==> src/owhfd_pkg.sv <==
// Shared types and constants of the single-wire humidity frame decoder.
`default_nettype none

package owhfd_pkg;

    localparam int FRAME_BITS      = 40;
    localparam int CNT_W           = 6;
    localparam int THR_W           = 16;

    localparam logic [CNT_W-1:0] PREAMBLE_EDGES = 6'd2;
    localparam logic [CNT_W-1:0] FRAME_EDGES    = 6'd42;
    localparam logic [CNT_W-1:0] COUNTER_MAX    = 6'd63;
    localparam logic [CNT_W-1:0] LAST_BIT_EDGE  = 6'd41;

    localparam logic [THR_W-1:0] THRESHOLD_RESET = 16'd100;

    localparam logic [1:0] OP_START  = 2'd0;
    localparam logic [1:0] OP_EDGE   = 2'd1;
    localparam logic [1:0] OP_FINISH = 2'd2;

    localparam logic [1:0] ST_OK        = 2'd0;
    localparam logic [1:0] ST_EDGE_CNT  = 2'd1;
    localparam logic [1:0] ST_CHECKSUM  = 2'd2;

    typedef struct packed {
        logic [1:0]  operation;
        logic [15:0] interval_us;
    } t_in_item;

    typedef struct packed {
        logic [1:0]         status;
        logic [15:0]        humidity;
        logic signed [15:0] temperature;
    } t_out_item;

endpackage

`default_nettype wire

==> src/one_wire_humidity_frame_decoder.sv <==
// Top level of the single-wire humidity frame decoder.
// Throughput: one item per cycle while no finish item waits on a stalled output;
// a finish item passes the input register, then the result register, the only stages.
// Start and edge items give no result; only the result register can stall the input.
// Reset (synchronous, active low) clears the edge counter, frame store and valid flags,
// and loads the threshold register with 100.
`default_nettype none

module one_wire_humidity_frame_decoder (
    input  wire                   i_clk,
    input  wire                   i_rst_n,
    input  wire                   i_in_valid,
    output logic                  o_in_ready,
    input  wire owhfd_pkg::t_in_item i_in_item,
    output logic                  o_out_valid,
    input  wire                   i_out_ready,
    output owhfd_pkg::t_out_item  o_out_item,
    input  wire                   i_cfg_valid,
    output logic                  o_cfg_ready,
    input  wire  [owhfd_pkg::THR_W-1:0] i_cfg_data
);

    logic                             r_in_valid;
    owhfd_pkg::t_in_item              r_in;
    logic [owhfd_pkg::THR_W-1:0]      r_thr;
    logic [owhfd_pkg::CNT_W-1:0]      r_cnt, n_cnt;
    logic [owhfd_pkg::FRAME_BITS-1:0] r_frame, n_frame;
    logic                             r_out_valid;
    owhfd_pkg::t_out_item             r_out, n_out;

    logic                             out_free;
    logic                             adv;
    logic [owhfd_pkg::CNT_W-1:0]      bit_idx;
    logic [7:0]                       b0, b1, b2, b3, b4, sum;
    logic [14:0]                      mag;

    assign out_free    = !r_out_valid || i_out_ready;
    assign adv         = r_in_valid && (r_in.operation != owhfd_pkg::OP_FINISH || out_free);
    assign o_in_ready  = !r_in_valid || adv;
    assign o_cfg_ready = 1'b1;
    assign o_out_valid = r_out_valid;
    assign o_out_item  = r_out;

    assign b0 = r_frame[39:32];
    assign b1 = r_frame[31:24];
    assign b2 = r_frame[23:16];
    assign b3 = r_frame[15:8];
    assign b4 = r_frame[7:0];
    assign sum = b0 + b1 + b2 + b3;
    assign mag = {b2[6:0], b3};
    // frame bit for edge n sits at position 41 - n (MSB first)
    assign bit_idx = owhfd_pkg::LAST_BIT_EDGE - r_cnt;

    always_comb begin
        n_cnt   = r_cnt;
        n_frame = r_frame;
        n_out   = '0;
        case (r_in.operation)
            owhfd_pkg::OP_START: begin
                n_cnt   = '0;
                n_frame = '0;
            end
            owhfd_pkg::OP_EDGE: begin
                if (r_cnt >= owhfd_pkg::PREAMBLE_EDGES && r_cnt < owhfd_pkg::FRAME_EDGES
                        && r_in.interval_us > r_thr) begin
                    n_frame[bit_idx] = 1'b1;
                end
                if (r_cnt != owhfd_pkg::COUNTER_MAX) begin
                    n_cnt = r_cnt + 1'b1;
                end
            end
            owhfd_pkg::OP_FINISH: begin
                if (r_cnt != owhfd_pkg::FRAME_EDGES) begin
                    n_out.status = owhfd_pkg::ST_EDGE_CNT;
                end else if (sum != b4) begin
                    n_out.status = owhfd_pkg::ST_CHECKSUM;
                end else begin
                    n_out.status   = owhfd_pkg::ST_OK;
                    n_out.humidity = {b0, b1};
                    n_out.temperature = b2[7] ? -$signed({1'b0, mag}) : $signed({1'b0, mag});
                end
            end
            default: begin
            end
        endcase
    end

    always_ff @(posedge i_clk) begin
        if (!i_rst_n) begin
            r_in_valid  <= 1'b0;
            r_out_valid <= 1'b0;
            r_cnt       <= '0;
            r_frame     <= '0;
            r_thr       <= owhfd_pkg::THRESHOLD_RESET;
        end else begin
            if (i_cfg_valid) begin
                r_thr <= i_cfg_data;
            end
            if (o_in_ready) begin
                r_in_valid <= i_in_valid;
                r_in       <= i_in_item;
            end
            if (adv) begin
                r_cnt   <= n_cnt;
                r_frame <= n_frame;
            end
            if (adv && r_in.operation == owhfd_pkg::OP_FINISH) begin
                r_out_valid <= 1'b1;
                r_out       <= n_out;
            end else if (i_out_ready) begin
                r_out_valid <= 1'b0;
            end
        end
    end

endmodule

`default_nettype wire

==> config.mk <==
export PLATFORM = sky130hd
export DESIGN_NAME = one_wire_humidity_frame_decoder
export DESIGN_NICKNAME = d
export VERILOG_FILES = /design/src/owhfd_pkg.sv /design/src/one_wire_humidity_frame_decoder.sv
export SDC_FILE = /design/constraint.sdc
export NUM_CORES = 1
export LEC_CHECK = 0
export ABC_CLOCK_PERIOD_IN_PS = 4900
export BUFFER_PORTS_ARGS = -buffer_cell sky130_fd_sc_hd__buf_2
export CORE_MARGIN = 1
export CORE_UTILIZATION = 51
export DETAILED_ROUTE_END_ITERATION = 8
export PLACE_DENSITY = 0.74
export SYNTH_ARGS = -nofsm -noshare
export SYNTH_HDL_FRONTEND = slang
export SYNTH_SLANG_ARGS = --single-unit
==> constraint.sdc <==
create_clock -name i_clk -period 4.9 [get_ports i_clk]
set_clock_uncertainty 0.2 [all_clocks]
set_input_delay 0.245 -clock i_clk [delete_from_list [all_inputs] [get_ports i_clk]]
set_output_delay 0.245 -clock i_clk [all_outputs]
set_load 0.005 [all_outputs]
==> flow_summary.ini <==
[status]
outcome = completed

[route]
via_per_inst = 5.64
drt_iter0_markers = 453
wire_per_inst_um = 17.1
post-route-drc-count = 0
num_vias = 4555
dr.pass1.iters = 7
antenna_left = 0
wl_mm = 13.8

[timing]
finalCritPeriodShare_pct = 84.3
tns_ns = 0
setup_violations = 0
rsz0062_at_grt = no
worst_pin_slew_ns = 0.817
hold_ws_ns = 0.206
hold_viol = 0
slew_headroom_pct = 45.4
slew_viol_final = 0
fmaxAchievable_mhz = 242
period_needed_ns = 4.13

[worst_setup_path]
max_stage_delay_ns = 0.54
worst_setup_path_end_kind = flip-flop
rr_endpoint = o_out_item[10]
criticalPathCategory = reg -> reg
startpoint_type = flip-flop
reg2reg_depth = 13
cp.arrival_ns = 4.25
crit_start = r_frame[9]
cp_slowest_cell = fa_1
crit_path_end = o_out_item[10]
cp_top_family = adder cells
path_cells = fa_1 -> inv_1 -> fa_1 -> inv_1 -> ha_1 -> inv_1 -> fa_1 -> xnor2_1 -> xnor2_1 -> nand4_1 -> nor3_1 -> nand3_1 -> nor3_1
crit_buf_inv = 3
cp_max_fo = 19
worstSetupPathDepth = 13
r2r_setup_slack_ns = 0.77
critPathRequiredTime_ns = 5.02
r2r-start = r_frame[9]

[synth]
yosysMostFrequentCell = dfxtp_1
async_flop_share_pct = 0
synthAdderAreaFrac_pct = 10.3
synth_area_leaders = edfxtp_1, dfxtp_1, ha_1, fa_1, nor3_1
synth_top_family_by_area = simple AND/OR/NAND/NOR gates
synth_seq_area_share_pct = 49.5
synth.top_cell.area_share_pct = 27.2
yosysTopAreaCell = edfxtp_1
yosysUniqueCellTypes = 52
syn_nets = 615
syn_area_per_cell_um2 = 10.7
synth_edf_count = 52
ys_seq_elements = 116
synth_warnings = 0
synthCells = 537
syn_area_um2 = 5740
synth_compound_area_share_pct = 10.4
synth_mux_area_share_pct = 2.62
synth_flop_cell = dfxtp_1
synthXorXnorAreaFrac_pct = 5.49
synth_commonest_cells = dfxtp_1, edfxtp_1, nor3_1, inv_1, nor2_1
yosys.area_share.simple_pct = 16.9

[cts]
cts_root_buf = clkbuf_8
clkSinkCount = 116
cts_tree = yes
clk_pin_slew_ns = 0.06
cts_buffers = 17
clock_latency_ns = 0.54
cts_max_level = 4
clk_path_buf_depth = 2
cts_resized = 0
ctsHoldBuffers = 54
post_cts_buffers = 0

[die]
die_area_um2 = 11700
num_rows = 38
die_w_um = 108
core_um2 = 10900
start_util_pct = 52.7
boundaryPins = 76
die_h_um = 108

[cells_and_area]
finish.utilization_pct = 67.2
antenna_cells = 0
instances_no_fill = 808
syn_to_final_growth_pct = 27.4
layout-drive-gt1-share_pct = 18.6
final_net_count = 733

[pwr]
sw_frac_of_total_pct = 22.5
pwr-share-seq_pct = 43.8
p_sw_uw = 533
p_comb_share_pct = 6.0
clock_power_share_pct = 50.2
power.density_nw_per_um2 = 325
internal_power_mw = 1.84
ir_worst_vdd_mv = 0.193
p_leak_nw = 2.98

[global_routing]
grt_start_max_net_pins = 36
grt_pass1_vias = 4409
grt_use_total_pct = 25.6
antenna_found_initial = 0
grt_pass1_wl_mm = 22.4
overflow = 0

[placement]
hpwlAfterDp_mm = 8.99
io_buffers = 74
placed_cells = 722
place.gp.congestion = 0.924

[min_path]
hold_class = in -> reg

[run]
cap_violations = 0
cells by family (layout without fill, tap and decap cells):
group	after synthesis	after routing
compound gates	81	81
flops	116	116
mux	15	15
xor+xnor	36	36
other cells	1	1
buf+inv	67	198
fa+ha+maj	39	39
simple gates	182	182
per-layer routing:
layer | global-route usage (%) | routed length [um] | vias to the layer above
li1 | - | - | 2180
met1 | 32.9 | 6030 | 2194
met2 | 41.6 | 6680 | 154
met3 | 5.12 | 763 | 27
met4 | 11.5 | 306 | 0
met5 | 0 | 0 | -
worst reg2reg max path: stages, from the launching register on:
cell and delay [ns]:
dfxtp_1 0.36, fa_1 0.54, inv_1 0.05, fa_1 0.44
inv_1 0.07, ha_1 0.16, inv_1 0.05, fa_1 0.40
xnor2_1 0.18, xnor2_1 0.14, nand4_1 0.12, nor3_1 0.23
nand3_1 0.54, nor3_1 0.44
area by class of cell:
cell class,instances,area [um2]
fill,779,3570
sequential,116,2840
multi-input combinational,354,2640
timing repair buffer,133,948
clock buffer,20,478
tap,140,175
inverter,33,124
clock inverter,12,101
state kept, by name, indices dropped and copies added (netlist names):
name and cells:
r_in 18, o_out_item 34, r_in_valid 1, r_thr 16, r_frame 40, o_out_valid 1
r_cnt 6
worst min-delay path by stage:
stage	start	to	slack (ns)	cells after the start
4_1_cts	i_in_item[9]	r_in[9]	0.20	2
5_1_grt	i_in_item[13]	r_in[13]	0.21	2
2_1_floorplan	i_in_item[0]	r_in[0]	0.14	0
6_report	i_in_item[17]	r_in[17]	0.21	2
3_3_place_gp	i_in_item[3]	r_in[3]	0.22	1
3_5_place_dp	i_in_item[2]	r_in[2]	0.22	1
power groups by stage:
stage          registers [mW]  logic (mW)  clock network [mW]
2_1_floorplan            1.06      0.0704                   0
3_3_place_gp             1.06       0.102                   0
3_5_place_dp             1.06       0.105                   0
4_1_cts                  1.04       0.139                1.20
5_1_grt                  1.04       0.158                1.24
6_report                 1.04       0.143                1.19
layout by cell type, fill, tap and decap left out, types with 5 or more instances in the layout:
cell type | netlist | routed
nand2_1 | 27 | 27
edfxtp_1 | 52 | 52
dfxtp_1 | 64 | 64
nor3_1 | 36 | 36
a41oi_1 | 12 | 12
nand3_1 | 9 | 9
mux2i_1 | 15 | 15
fa_1 | 14 | 14
o31ai_1 | 9 | 9
nand4_1 | 15 | 15
buf_4 | 1 | 5
nand2b_1 | 5 | 5
dlygate4sd3_1 | 0 | 54
a21oi_1 | 15 | 14
inv_1 | 33 | 33
and3_1 | 15 | 15
nor2_1 | 32 | 31
xor2_1 | 17 | 17
buf_2 | 1 | 74
xnor2_1 | 19 | 19
clkinv_2 | 0 | 5
ha_1 | 25 | 25
clkinvlp_4 | 0 | 5
clkbuf_16 | 0 | 18
a32o_1 | 13 | 13
nor2b_1 | 18 | 18
o21ai_0 | 9 | 9
metrics by stage:
stage                     power, mW  worst slack [ns]  cell area [um2]
after global routing           2.44             0.424             7310
after detailed placement       1.16             0.815             6190
final                          2.38             0.771             7310
after CTS                      2.38             0.814             7310
after global placement         1.16             0.999             6190
after floorplan                1.13              1.23             5740
No activity file was read; power rests on OpenSTA's default activity.
